<file path="src/sv/lssp_pkg.sv">
// Shared types, constants and helper functions of the link-state shortest-path block.
// Used by lssp_ctrl, lssp_dp and the top level; depends on nothing else.
`default_nettype none

package lssp_pkg;

    // Node count and derived widths.
    localparam int NODES     = 16;
    localparam int IDX_W     = $clog2(NODES);
    localparam int MAT_DEPTH = NODES * NODES;
    localparam int MAT_AW    = $clog2(MAT_DEPTH);

    // Field widths of the stream beats.
    localparam int NODE_W = 4;
    localparam int COST_W = 10;
    localparam int DIST_W = 10;
    localparam int PICK_W = 14;

    // Input tdata layout, lowest field first.
    localparam int A_LO       = 0;
    localparam int B_LO       = A_LO + NODE_W;
    localparam int COST_LO    = B_LO + NODE_W;
    localparam int SRC_LO     = COST_LO + COST_W;
    localparam int S_FIELDS_W = SRC_LO + NODE_W;
    localparam int S_TDATA_W  = ((S_FIELDS_W + 7) / 8) * 8;

    // Output tdata layout, lowest field first.
    localparam int IDX_LO     = 0;
    localparam int DIST_LO    = IDX_LO + NODE_W;
    localparam int M_FIELDS_W = DIST_LO + DIST_W;
    localparam int M_TDATA_W  = ((M_FIELDS_W + 7) / 8) * 8;

    localparam logic [DIST_W-1:0] UNREACHABLE = DIST_W'(1000);
    localparam logic [PICK_W-1:0] PICK_LIMIT  = PICK_W'(10000);
    localparam logic [IDX_W-1:0]  LAST_IDX    = IDX_W'(NODES - 1);
    localparam logic [IDX_W-1:0]  LAST_ROUND  = IDX_W'(NODES - 2);
    localparam logic [MAT_AW-1:0] LAST_ADDR   = MAT_AW'(MAT_DEPTH - 1);

    // Request kinds carried in tuser.
    localparam logic REQ_UPDATE  = 1'b0;
    localparam logic REQ_COMPUTE = 1'b1;

    typedef enum logic [2:0] {
        ST_CLEAR,
        ST_IDLE,
        ST_UPDATE,
        ST_PASS,
        ST_DRAIN,
        ST_OUTPUT
    } t_state;

    // Commands from the controller to the datapath.
    typedef struct packed {
        logic              clr_we;
        logic [MAT_AW-1:0] clr_addr;
        logic              upd_ab;
        logic              upd_ba;
        logic              start;
        logic              issue;
        logic [IDX_W-1:0]  k;
        logic              out_load;
    } t_cmd;

    // Status from the datapath to the controller.
    typedef struct packed {
        logic out_free;
    } t_sts;

    function automatic logic node_ok(input logic [NODE_W-1:0] n);
        return ({1'b0, n} < (NODE_W + 1)'(NODES));
    endfunction

    function automatic logic [MAT_AW-1:0] mat_addr(input logic [IDX_W-1:0] row,
                                                   input logic [IDX_W-1:0] col);
        return MAT_AW'(row) * MAT_AW'(NODES) + MAT_AW'(col);
    endfunction

endpackage

`default_nettype wire

</file>
<file path="src/sv/lssp_ram.sv">
// Generic simple dual-port RAM: one write port, one read port with registered data.
// Stand-alone; no package needed.
`default_nettype none

module lssp_ram #(
    parameter int WIDTH = 8,
    parameter int DEPTH = 256
) (
    input  wire logic                     i_clk,
    input  wire logic                     i_we,
    input  wire logic [$clog2(DEPTH)-1:0] i_waddr,
    input  wire logic [WIDTH-1:0]         i_wdata,
    input  wire logic [$clog2(DEPTH)-1:0] i_raddr,
    output logic      [WIDTH-1:0]         o_rdata
);

    logic [WIDTH-1:0] r_mem [DEPTH];

    always_ff @(posedge i_clk) begin
        if (i_we) begin
            r_mem[i_waddr] <= i_wdata;
        end
        o_rdata <= r_mem[i_raddr];
    end

endmodule

`default_nettype wire

</file>
<file path="src/sv/lssp_ctrl.sv">
// Controller of the shortest-path block: state machine, sweep and round counters.
// Depends on lssp_pkg; drives the datapath through lssp_pkg::t_cmd.
`default_nettype none

module lssp_ctrl (
    input  wire logic          i_clk,
    input  wire logic          i_rst_n,
    input  wire logic          i_in_valid,
    input  wire logic          i_in_kind,
    output logic               o_in_ready,
    input  wire lssp_pkg::t_sts i_sts,
    output lssp_pkg::t_cmd     o_cmd
);

    lssp_pkg::t_state r_state, n_state;
    logic [lssp_pkg::MAT_AW-1:0] r_clr, n_clr;
    logic [lssp_pkg::IDX_W-1:0]  r_k, n_k;
    logic [lssp_pkg::IDX_W-1:0]  r_round, n_round;
    logic                        accept;

    assign accept = (r_state == lssp_pkg::ST_IDLE) && i_in_valid;

    // Next state and counters.
    always_comb begin
        n_state = r_state;
        n_clr   = r_clr;
        n_k     = r_k;
        n_round = r_round;
        case (r_state)
            lssp_pkg::ST_CLEAR: begin
                n_clr = r_clr + 1'b1;
                if (r_clr == lssp_pkg::LAST_ADDR) begin
                    n_state = lssp_pkg::ST_IDLE;
                end
            end
            lssp_pkg::ST_IDLE: begin
                if (accept) begin
                    n_k     = '0;
                    n_round = '0;
                    if (i_in_kind == lssp_pkg::REQ_COMPUTE) begin
                        n_state = lssp_pkg::ST_PASS;
                    end else begin
                        n_state = lssp_pkg::ST_UPDATE;
                    end
                end
            end
            lssp_pkg::ST_UPDATE: begin
                n_state = lssp_pkg::ST_IDLE;
            end
            lssp_pkg::ST_PASS: begin
                if (r_k == lssp_pkg::LAST_IDX) begin
                    n_k     = '0;
                    n_state = lssp_pkg::ST_DRAIN;
                end else begin
                    n_k = r_k + 1'b1;
                end
            end
            lssp_pkg::ST_DRAIN: begin
                if (r_round == lssp_pkg::LAST_ROUND) begin
                    n_state = lssp_pkg::ST_OUTPUT;
                end else begin
                    n_round = r_round + 1'b1;
                    n_state = lssp_pkg::ST_PASS;
                end
            end
            lssp_pkg::ST_OUTPUT: begin
                if (i_sts.out_free) begin
                    if (r_k == lssp_pkg::LAST_IDX) begin
                        n_k     = '0;
                        n_state = lssp_pkg::ST_IDLE;
                    end else begin
                        n_k = r_k + 1'b1;
                    end
                end
            end
            default: begin
                n_state = lssp_pkg::ST_CLEAR;
                n_clr   = '0;
            end
        endcase
    end

    // Commands to the datapath.
    always_comb begin
        o_in_ready     = (r_state == lssp_pkg::ST_IDLE);
        o_cmd          = '0;
        o_cmd.clr_addr = r_clr;
        o_cmd.k        = r_k;
        case (r_state)
            lssp_pkg::ST_CLEAR: begin
                o_cmd.clr_we = 1'b1;
            end
            lssp_pkg::ST_IDLE: begin
                o_cmd.upd_ab = accept && (i_in_kind == lssp_pkg::REQ_UPDATE);
                o_cmd.start  = accept && (i_in_kind == lssp_pkg::REQ_COMPUTE);
            end
            lssp_pkg::ST_UPDATE: begin
                o_cmd.upd_ba = 1'b1;
            end
            lssp_pkg::ST_PASS: begin
                o_cmd.issue = 1'b1;
            end
            lssp_pkg::ST_OUTPUT: begin
                o_cmd.out_load = i_sts.out_free;
            end
            default: begin
                o_cmd.clr_we = 1'b0;
            end
        endcase
    end

    always_ff @(posedge i_clk) begin
        if (!i_rst_n) begin
            r_state <= lssp_pkg::ST_CLEAR;
            r_clr   <= '0;
            r_k     <= '0;
            r_round <= '0;
        end else begin
            r_state <= n_state;
            r_clr   <= n_clr;
            r_k     <= n_k;
            r_round <= n_round;
        end
    end

endmodule

`default_nettype wire

</file>
<file path="src/sv/lssp_dp.sv">
// Datapath of the shortest-path block: cost matrix RAM, distances, visited flags,
// fused relax-and-pick stage and output register. Depends on lssp_pkg and lssp_ram.
`default_nettype none

module lssp_dp (
    input  wire logic                           i_clk,
    input  wire logic                           i_rst_n,
    input  wire lssp_pkg::t_cmd                 i_cmd,
    output lssp_pkg::t_sts                      o_sts,
    input  wire logic [lssp_pkg::S_TDATA_W-1:0] i_in_data,
    input  wire logic                           i_out_ready,
    output logic                                o_out_valid,
    output logic      [lssp_pkg::M_TDATA_W-1:0] o_out_data,
    output logic                                o_out_last
);

    localparam int IW = lssp_pkg::IDX_W;
    localparam int DW = lssp_pkg::DIST_W;

    // Input fields.
    logic [lssp_pkg::NODE_W-1:0] in_a, in_b, in_src;
    logic [lssp_pkg::COST_W-1:0] in_cost;
    logic                        in_ab_ok, src_ok;
    logic [IW-1:0]               src_idx;

    assign in_a     = i_in_data[lssp_pkg::A_LO +: lssp_pkg::NODE_W];
    assign in_b     = i_in_data[lssp_pkg::B_LO +: lssp_pkg::NODE_W];
    assign in_cost  = i_in_data[lssp_pkg::COST_LO +: lssp_pkg::COST_W];
    assign in_src   = i_in_data[lssp_pkg::SRC_LO +: lssp_pkg::NODE_W];
    assign in_ab_ok = lssp_pkg::node_ok(in_a) && lssp_pkg::node_ok(in_b);
    assign src_ok   = lssp_pkg::node_ok(in_src);
    assign src_idx  = IW'(in_src);

    // Held endpoints for the mirrored write.
    logic [IW-1:0]               r_a, r_b;
    logic [lssp_pkg::COST_W-1:0] r_cost;
    logic                        r_upd_ok;

    // Cost matrix.
    logic                        ram_we;
    logic [lssp_pkg::MAT_AW-1:0] ram_waddr, ram_raddr;
    logic [lssp_pkg::COST_W-1:0] ram_wdata, ram_rdata;

    // Search state.
    logic [DW-1:0]               r_dist [lssp_pkg::NODES];
    logic [lssp_pkg::NODES-1:0]  r_vis;
    logic [IW-1:0]               r_u, r_bidx;
    logic [DW-1:0]               r_du;
    logic [lssp_pkg::PICK_W-1:0] r_best;
    logic                        r_proc, r_lastk;
    logic [IW-1:0]               r_kd;

    // Output register.
    logic                        r_ovalid, r_olast;
    logic [IW-1:0]               r_oidx;
    logic [DW-1:0]               r_odist;

    // Relax-and-pick signals.
    logic [IW-1:0]               rd_idx;
    logic [DW-1:0]               dk, nd;
    logic [DW:0]                 sum;
    logic                        relax, cand;
    logic [lssp_pkg::PICK_W-1:0] best_n;
    logic [IW-1:0]               bidx_n;

    always_comb begin
        ram_we    = i_cmd.clr_we || (i_cmd.upd_ab && in_ab_ok) || (i_cmd.upd_ba && r_upd_ok);
        ram_waddr = i_cmd.clr_addr;
        ram_wdata = '0;
        if (i_cmd.upd_ab) begin
            ram_waddr = lssp_pkg::mat_addr(IW'(in_a), IW'(in_b));
            ram_wdata = in_cost;
        end else if (i_cmd.upd_ba) begin
            ram_waddr = lssp_pkg::mat_addr(r_b, r_a);
            ram_wdata = r_cost;
        end
    end

    assign ram_raddr = lssp_pkg::mat_addr(r_u, i_cmd.k);

    lssp_ram #(
        .WIDTH(lssp_pkg::COST_W),
        .DEPTH(lssp_pkg::MAT_DEPTH)
    ) u_matrix (
        .i_clk  (i_clk),
        .i_we   (ram_we),
        .i_waddr(ram_waddr),
        .i_wdata(ram_wdata),
        .i_raddr(ram_raddr),
        .o_rdata(ram_rdata)
    );

    // The distance registers are read at one place, shared by relaxing and output.
    assign rd_idx = r_proc ? r_kd : i_cmd.k;
    assign dk     = r_dist[rd_idx];

    always_comb begin
        sum    = {1'b0, r_du} + {1'b0, ram_rdata};
        relax  = (r_du != lssp_pkg::UNREACHABLE) && !r_vis[r_kd] && (ram_rdata != '0)
                 && (sum < {1'b0, dk});
        nd     = relax ? sum[DW-1:0] : dk;
        cand   = !r_vis[r_kd] && ({(lssp_pkg::PICK_W - DW)'(0), nd} <= r_best);
        best_n = cand ? {(lssp_pkg::PICK_W - DW)'(0), nd} : r_best;
        bidx_n = cand ? r_kd : r_bidx;
    end

    always_ff @(posedge i_clk) begin
        if (i_cmd.upd_ab) begin
            r_a      <= IW'(in_a);
            r_b      <= IW'(in_b);
            r_cost   <= in_cost;
            r_upd_ok <= in_ab_ok;
        end
        r_kd <= i_cmd.k;
        if (i_cmd.start) begin
            for (int j = 0; j < lssp_pkg::NODES; j++) begin
                r_dist[j] <= (src_ok && (src_idx == IW'(j))) ? '0 : lssp_pkg::UNREACHABLE;
            end
            // Only the first pivot starts out visited.
            r_vis  <= lssp_pkg::NODES'(1) << (src_ok ? src_idx : lssp_pkg::LAST_IDX);
            r_u    <= src_ok ? src_idx : lssp_pkg::LAST_IDX;
            r_du   <= src_ok ? '0 : lssp_pkg::UNREACHABLE;
            r_best <= lssp_pkg::PICK_LIMIT;
            r_bidx <= '0;
        end else if (r_proc) begin
            r_dist[r_kd] <= nd;
            if (r_lastk) begin
                // End of a round: the closest unvisited node becomes the next pivot.
                r_u          <= bidx_n;
                r_du         <= best_n[DW-1:0];
                r_vis[bidx_n] <= 1'b1;
                r_best       <= lssp_pkg::PICK_LIMIT;
            end else begin
                r_best <= best_n;
                r_bidx <= bidx_n;
            end
        end
        if (i_cmd.out_load) begin
            r_oidx  <= i_cmd.k;
            r_odist <= dk;
            r_olast <= (i_cmd.k == lssp_pkg::LAST_IDX);
        end
    end

    always_ff @(posedge i_clk) begin
        if (!i_rst_n) begin
            r_proc   <= 1'b0;
            r_lastk  <= 1'b0;
            r_ovalid <= 1'b0;
        end else begin
            r_proc  <= i_cmd.issue;
            r_lastk <= i_cmd.issue && (i_cmd.k == lssp_pkg::LAST_IDX);
            if (i_cmd.out_load) begin
                r_ovalid <= 1'b1;
            end else if (i_out_ready) begin
                r_ovalid <= 1'b0;
            end
        end
    end

    assign o_sts.out_free = !r_ovalid || i_out_ready;
    assign o_out_valid    = r_ovalid;
    assign o_out_last     = r_olast;

    always_comb begin
        o_out_data = '0;
        o_out_data[lssp_pkg::IDX_LO +: lssp_pkg::NODE_W] = lssp_pkg::NODE_W'(r_oidx);
        o_out_data[lssp_pkg::DIST_LO +: DW]              = r_odist;
    end

endmodule

`default_nettype wire

</file>
<file path="src/sv/link_state_shortest_paths.sv">
// Top level of the link-state shortest-path block: controller plus datapath.
// Depends on lssp_pkg, lssp_ctrl, lssp_dp and lssp_ram.
//
//   Channel   Dir  Beat contents
//   s_axis    in   tuser = req_type; tdata = node_a, node_b, link_cost, source_node
//   m_axis    out  tdata = node_index, distance; tlast = last
//
// After reset the block sweeps the 256-entry cost matrix to zero, one entry per cycle,
// with s_axis_tready low during the sweep. An update beat writes the matrix once
// per link direction. A compute beat loads the distances, runs NODES-1 rounds that
// each issue one matrix read per node plus one drain state for the registered read
// data, then gives NODES output beats. An m_axis stall holds the output walk; the
// last result may wait while a new beat is already accepted.
`default_nettype none

module link_state_shortest_paths (
    input  wire logic                           i_clk,
    input  wire logic                           i_rst_n,
    input  wire logic                           s_axis_tvalid,
    output logic                                s_axis_tready,
    // [3:0] node_a, [7:4] node_b, [17:8] link_cost, [21:18] source_node
    input  wire logic [lssp_pkg::S_TDATA_W-1:0] s_axis_tdata,
    // [0] req_type
    input  wire logic                           s_axis_tuser,
    output logic                                m_axis_tvalid,
    input  wire logic                           m_axis_tready,
    // [3:0] node_index, [13:4] distance
    output logic      [lssp_pkg::M_TDATA_W-1:0] m_axis_tdata,
    output logic                                m_axis_tlast
);

    lssp_pkg::t_cmd cmd;
    lssp_pkg::t_sts sts;

    // The controller owns sequencing: clearing sweep, update writes, the relax
    // passes over the matrix row of the current pivot, and the output walk.
    lssp_ctrl u_ctrl (
        .i_clk     (i_clk),
        .i_rst_n   (i_rst_n),
        .i_in_valid(s_axis_tvalid),
        .i_in_kind (s_axis_tuser),
        .o_in_ready(s_axis_tready),
        .i_sts     (sts),
        .o_cmd     (cmd)
    );

    // The datapath relaxes one neighbor per cycle and tracks the closest
    // unvisited node on the fly, so the pick for the next round is ready when a
    // pass ends.
    lssp_dp u_dp (
        .i_clk      (i_clk),
        .i_rst_n    (i_rst_n),
        .i_cmd      (cmd),
        .o_sts      (sts),
        .i_in_data  (s_axis_tdata),
        .i_out_ready(m_axis_tready),
        .o_out_valid(m_axis_tvalid),
        .o_out_data (m_axis_tdata),
        .o_out_last (m_axis_tlast)
    );

endmodule

`default_nettype wire
</file>
<file path="config.mk">
export PLATFORM = sky130hd
export DESIGN_NAME = link_state_shortest_paths
export DESIGN_NICKNAME = d
export VERILOG_FILES = /design/src/sv/lssp_pkg.sv /design/src/sv/lssp_ram.sv /design/src/sv/lssp_ctrl.sv /design/src/sv/lssp_dp.sv /design/src/sv/link_state_shortest_paths.sv
export SDC_FILE = /design/constraint.sdc
export NUM_CORES = 2
export LEC_CHECK = 0
export ABC_AREA = 1
export BUFFER_PORTS_ARGS = -buffer_cell sky130_fd_sc_hd__buf_4
export CORE_MARGIN = 5
export CORE_UTILIZATION = 35
export CTS_BUF_LIST = sky130_fd_sc_hd__clkbuf_8 sky130_fd_sc_hd__clkbuf_16
export DETAILED_ROUTE_END_ITERATION = 8
export PLACE_DENSITY = 0.52
export SLEW_MARGIN = 20
export SYNTH_ARGS = -nofsm -noshare
export SYNTH_HDL_FRONTEND = slang
export SYNTH_SLANG_ARGS = --single-unit
</file>
<file path="constraint.sdc">
create_clock -name i_clk -period 8.5 [get_ports i_clk]
set_input_delay 0.85 -clock i_clk [delete_from_list [all_inputs] [get_ports i_clk]]
set_output_delay 0.85 -clock i_clk [all_outputs]
set_load 0.02 [all_outputs]
</file>
# Word level (Yosys, flattened, before mapping)
# Memory sizes are Yosys's and may differ from the RTL's. A register that Yosys moved wholly into a read port is not among the register bits.
# Index checks and enable logic that the tools add are counted.
totals:
  ramBits: 2720
  mem_count: 2
  inputBits: 29
  regBits: 107
op_classes:
  shift: 1
  add_sub_neg: 7
  eq_ne: 30
  mux: 68
  n_lt_le_gt_ge: 5
  reduce_logical: 32
  bitwise_logic: 3
mem_list:
  columns: ["name", "words", "width", "rd", "rd_ports_with_merged_regs", "wr", "line", "source"]
  rows:
  - ["u_dp.u_matrix.r_mem", 256, 10, 1, 1, 1, "lssp_ram.sv:17", "logic [WIDTH-1:0] r_mem [DEPTH];"]
  - ["u_dp.r_dist", 16, 10, 1, 0, 16, "lssp_dp.sv:45", "logic [DW-1:0] r_dist [lssp_pkg::NODES];"]
ops:
  columns: ["cell", "n"]
  rows:
  - ["$mux W10", 20]
  - ["$mux W16", 3]
  - ["$eq A4 B4 Y1 const B", 10]
  - ["$mux W4", 10]
  - ["$mux W14", 2]
  - ["$add A8 B4 Y8", 3]
  - ["$mux W1", 19]
  - ["$mux W3", 6]
  - ["$pmux W3 S6", 1]
  - ["$eq A4 B3 Y1 const B", 4]
  - ["$mux W8", 2]
  - ["$or A16 B16 Y16", 1]
  - ["$pmux W8 S2", 1]
  - ["$shl A1 B4 Y16 const A", 1]
  - ["$le A10 B14 Y1", 1]
  - ["$pmux W4 S3", 1]
  - ["$add A10 B10 Y11", 1]
  - ["$lt A11 B10 Y1", 1]
  - ["$lt A4 B5 Y1 const B", 2]
  - ["$ne A10 B10 Y1 const B", 1]
  - ["$ne A2 B1 Y1 const B", 5]
  - ["$reduce_bool A10 Y1", 1]
  - ["$reduce_bool A2 Y1", 5]
  - ["$reduce_or A10 Y1", 1]
  - ["24 further kinds", 44]

# Logic depth before layout (Yosys ltp)
logic_depth:
  word_depth: 18
  ltp_mapped: 42
  mapped_depth_nobuf: 37

# By module
# From an unflattened synthesis, not the netlist that was laid out.
unflattened:
  cells_unflattened: 10167
  area_unflattened_um2: 117402.6
modules_own_cells:
  columns: ["mod", "area_per_inst_um2", "cells_each", "n_inst", "seq_area_each_um2"]
  rows:
  - ["lssp_ram", 103718.2, 8656, 1, 77073.9]
  - ["lssp_dp", 12550.8, 1338, 1, 7036.7]
  - ["lssp_ctrl", 1133.6, 173, 1, 380.4]

# Worst setup path after synthesis
# OpenSTA, ideal clock, no wires.
synth_timing:
  kind: "input-to-reg"
  startpoint: "input port m_axis_tready"
  endpoint: "memory u_dp.u_matrix.r_mem[0][0] (netlist bit), data pin"
  n_path_buf: 1
  arrival_ns: 5.452
  setup_ns: 0.864
  cell_stages: 8
  required_ns: 7.636
  slack_ns: 2.184
  cell_sequence: "nor2_1 > inv_1 > o22ai_2 > nor2_1 > inv_2 > nor2_4 > buf_1 > a22o_1"
synth_rtl:
  columns: ["element", "line", "source"]
  rows:
  - ["start: declaration", "link_state_shortest_paths.sv:26", "input wire logic m_axis_tready,"]
  - ["end: declaration", "lssp_ram.sv:17", null]

# Worst setup path in the final report
layout_timing:
  startpoint: "register u_dp.r_proc"
  endpoint: "register u_dp.r_vis[9] (netlist bit), data pin"
layout_between:
  elab_chain_len: 16
layout_rtl:
  columns: ["element", "line", "source"]
  rows:
  - ["start: declaration", "lssp_dp.sv:50", "logic r_proc, r_lastk;"]
  - ["start signal: assignment", "lssp_dp.sv:151", "r_proc <= i_cmd.issue;"]
  - ["$mux W4 (*)", "lssp_dp.sv:94", "assign rd_idx = r_proc ? r_kd : i_cmd.k;"]
  - ["$mem_v2 Z16 W10 (*)", null, null]
  - ["named net u_dp.dk[5]", "lssp_dp.sv:60", "logic [DW-1:0] dk, nd;"]
  - ["$lt A11 B10 Y1", "lssp_dp.sv:100", "&& (sum < {1'b0, dk});"]
  - ["$logic_and A1 B1 Y1", "lssp_dp.sv:100", null]
  - ["$mux W10 (*)", "lssp_dp.sv:101", "nd = relax ? sum[DW-1:0] : dk;"]
  - ["$le A10 B14 Y1 (*)", "lssp_dp.sv:102", "cand = !r_vis[r_kd] && ({(lssp_pkg::PICK_W - DW)'(0), nd} <= r_best);"]
  - ["$logic_and A1 B1 Y1 (*)", "lssp_dp.sv:102", null]
  - ["$mux W4 (*)", "lssp_dp.sv:104", "bidx_n = cand ? r_kd : r_bidx;"]
  - ["$lt A4 B5 Y1 (implied by the code) or $ge A4 B1 Y1 (tied branches)", "lssp_dp.sv:131", "r_vis[bidx_n] <= 1'b1;"]
  - ["$logic_and A1 B1 Y1 (implied by the code)", "lssp_dp.sv:131", null]
  - ["$mux W1 (implied by the code)", "lssp_dp.sv:131", null]
  - ["$demux W1 S4 (*)", null, null]
  - ["$or A16 B16 Y16 (no line) (*)", null, null]
  - ["$mux W16 (*)", "lssp_dp.sv:127", "if (r_lastk) begin"]
  - ["$mux W16 (*)", "lssp_dp.sv:125", "end else if (r_proc) begin"]
  - ["$mux W16 (*)", "lssp_dp.sv:115", "if (i_cmd.start) begin"]
  - ["end signal: assignment", "lssp_dp.sv:120", "r_vis <= lssp_pkg::NODES'(1) << (src_ok ? src_idx : lssp_pkg::LAST_IDX);"]
  - ["end: declaration", "lssp_dp.sv:46", "logic [lssp_pkg::NODES-1:0] r_vis;"]
# Mark *: on every way through the listed nets, which the timed path passes. The rest lies on a longest branch. The select of a mux whose other input is x is not followed.
# A chain may end at the register's enable or synchronous reset.

==> flow_metrics.py <==
metrics = {
    "status": {
        "outcome": "completed",
    },
    "drt": {
        "drt_iter0_drc": 8176,
        "vias_per_cell": 5.55,
        "vias": 74148,
        "post_drt_wl_per_cell_um": 25.2,
        "first_pass_iters": 6,
        "routed_wirelength_mm": 336,
        "drc": 0,
        "ant_nets": 0,
    },
    "timing": {
        "slew_violations": 0,
        "slew_headroom_pct": 13.6,
        "finalCritPeriodShare_pct": 89.2,
        "fin_crit_ns": 7.58,
        "fmax_mhz": 132,
        "fin_worst_skew_ns": 0.0405,
        "report.final.setup_viol": 0,
        "tightest_slew_ns": 1.29,
        "tns_ns": 0,
        "fin_ws_ns": 0.920,
        "rsz0062_at_grt": "false",
        "finalHoldViolCount": 0,
    },
    "clocking": {
        "postCtsSetupBuffers": 0,
        "holdBufCountCts": 0,
        "clk_pin_slew_ns": 0.07,
        "clock_sinks": 2834,
        "clk_latency_ns": 0.90,
        "cts_tree": "yes",
        "cts_inserted_buffers": 309,
        "cts_root_buffer": "clkbuf_16",
        "ctsResizeCount": 0,
        "htreeDepth": 5,
        "clock_path_buffers": 4,
    },
    "power_and_ir_drop": {
        "power.switching_uw": 14800,
        "ir_drop_mv": 0.331,
        "power_report.internal_total_uw": 27100,
        "p_leak_uw": 0.0414,
        "power.density_mw_per_mm2": 326,
        "power_uw": 41900,
        "switching_share_pct": 35.3,
        "sequentialPowerShare_pct": 40.9,
        "comb_power_share_pct": 27.8,
        "clock_power_share_pct": 31.3,
    },
    "job": {
        "maxCapViolCount": 0,
    },
    "floorplan": {
        "rows": 209,
        "core_region_area_mm2": 0.324,
        "initial_core_util_pct": 35.1,
        "dieHeight_um": 580,
        "dieWidth_um": 580,
        "ios": 48,
        "die_area_mm2": 0.337,
    },
    "synth": {
        "synthSimpleGateAreaFrac_pct": 9.79,
        "synth_compound_area_share_pct": 12.6,
        "synth_top_family_by_area": "compound AO/OA/AOI/OAI gates",
        "yosysWarnings": 0,
        "ys_async_sr_fraction_pct": 0,
        "synth_edf_count": 2773,
        "synth_cell_types": 52,
        "synthCells": 8948,
        "yosys_register_bits": 2834,
        "yosysTopAreaCellShare_pct": 73.2,
        "synth-adder-area-share_pct": 0.380,
        "synth_area_per_cell_um2": 12.7,
        "netlist_area_mm2": 0.114,
        "ys_seq_area_share_pct": 74.2,
        "muxShareOfSynthArea_pct": 0,
        "synth-xor-area-share_pct": 0.0692,
        "synth.area.top_cells": "edfxtp_1 73%, o21ai_0 6.5%, nor2_1 5.7%",
        "synth_flop_cell": "edfxtp_1",
        "yosysTopAreaCell": "edfxtp_1",
        "synth_common_cells": "2773 x edfxtp_1, 1731 x nor2_1, 1486 x o21ai_0, 523 x clkbuf_1, 477 x nand2_1",
        "synth.most_common_cell": "edfxtp_1",
    },
    "global_routing": {
        "antenna_found_initial": 16,
        "grt_first_pass_wirelength_mm": 489,
        "grt_max_degree": 186,
        "grt.overflow.total": 0,
        "grt_pass1_vias": 70744,
        "grtUsageTotal_pct": 19.1,
    },
    "placement": {
        "place_congestion": 0.867,
        "dpl_worst_slack_ns": 0.820,
        "place_area_mm2": 0.118,
        "hpwl_mm": 187,
        "dpl.cell_count": 12792,
        "portBuffers": 43,
    },
    "critical_path": {
        "cpMostUsedCell": "nand2_1",
        "cp.arrival_ns": 8.33,
        "crit_required_ns": 9.25,
        "cp-start-kind": "flop",
        "cpMaxStageDelayCell": "dfxtp_1",
        "cp_max_fo": 79,
        "slowest_delay_ns": 0.59,
        "crit_type": "flop to flop",
        "critPathCaptureType": "flop",
    },
    "final_layout": {
        "syn_to_final_growth_pct": 12.6,
        "drive_gt1_share_pct": 8.19,
        "nets": 8841,
        "fillCellCount": 30206,
        "final_cell_count_no_fill": 13353,
        "design_area_mm2": 0.128,
    },
    "min_path": {
        "hold_path_class": "input port to flop",
    },
}
-- final cells by class --
| type | instances | area [um^2] | area share (%) |
|---|---|---|---|
| Clock buffer | 317 | 7910 | 6.17 |
| Antenna cell | 2 | 5.00 | 0.00390 |
| Timing Repair Buffer | 173 | 1450 | 1.13 |
| Inverter | 176 | 692 | 0.540 |
| Multi-Input combinational cell | 5284 | 26300 | 20.5 |
| Sequential cell | 2834 | 84500 | 65.9 |
| Clock inverter | 242 | 1940 | 1.51 |
| Tap cell | 4325 | 5410 | 4.22 |
-- layer usage --
layer	up-vias	routed length [um]	GRT usage (%)
met5	-	26	0
met4	4	9830	5.49
met3	535	25400	3.17
met2	2840	156000	30.5
met1	37694	144000	27.1
li1	33075	-	-
-- cells in the final DEF, fill, tap and decap left out, types with 74 or more instances in the layout --
cell type	instances
a21oi_1	181
buf_4	160
clkbuf_16	315
clkinv_1	74
edfxtp_1	2773
inv_1	214
nand2_1	472
nand3_1	454
nor2_1	1664
nor2_2	75
o211ai_1	88
o21ai_0	1484
o221ai_1	268
o22ai_1	408
-- sequential cells by signal, indices dropped and copies added (netlist names) --
register / cells
u_dp.r_kd: 4
u_dp.r_vis: 16
u_dp.r_bidx: 4
u_dp.r_du: 10
u_ctrl.r_clr: 8
u_ctrl.r_k: 4
u_dp.u_matrix.o_rdata: 10
u_dp.o_out_valid: 1
u_dp.r_lastk: 1
u_dp.r_a: 4
u_dp.o_out_last: 1
u_ctrl.r_state: 3
u_dp.r_best: 11
u_dp.r_oidx: 4
u_dp.r_u: 4
u_dp.r_odist: 10
u_dp.r_cost: 10
u_ctrl.r_round: 4
u_dp.r_dist: 160
u_dp.r_b: 4
u_dp.r_proc: 1
u_dp.u_matrix.r_mem: 2560
-- power by group through the flow --
stage               clock [uW]  sequential, uW  combinational [uW]
floorplan                    0           17600                6980
global placement             0           17400               11400
detailed placement           0           17400               11600
CTS                      13300           17100               11600
global route             13900           17100               12600
finish                   13100           17100               11700
-- worst max-delay path, delay by kind of cell, from the launching register on --
family | cells | cell delay [ns]
AND/OR/NAND/NOR | 19 | 3.52
AO/OA/AOI/OAI | 6 | 1.69
buffers and inverters | 6 | 1.05
flip-flops | 1 | 0.59
adder cells (fa/ha/maj) | 2 | 0.54
-- per-stage QoR --
stage / util [%] / hold slack (ns)
finish: 39.6 / 0.141
global route: 39.6 / 0.0827
CTS: 39.5 / 0.0627
detailed placement: 36.5 / 0.446
global placement: 36.5 / 0.444
floorplan: - / 0.362
-- cells by family after synthesis --
group	after synthesis
xor+xnor	9
flops	2834
simple gates	2749
other cells	1
buf+inv	831
fa+ha+maj	34
compound gates	2490
-- path summary, 6_finish.rpt --
path	startpoint	end	slack, ns	depth (start not counted)
setup reg to reg	u_dp.r_proc	u_dp.r_vis[9]	0.92	33
setup / recovery	u_dp.r_proc	u_dp.r_vis[9]	0.92	33
hold / removal	s_axis_tdata[5]	u_dp.r_b[1]	0.14	1
hold reg to reg	u_ctrl.r_k[3]	u_dp.r_kd[3]	0.46	0
No activity file was read; power rests on OpenSTA's default activity.
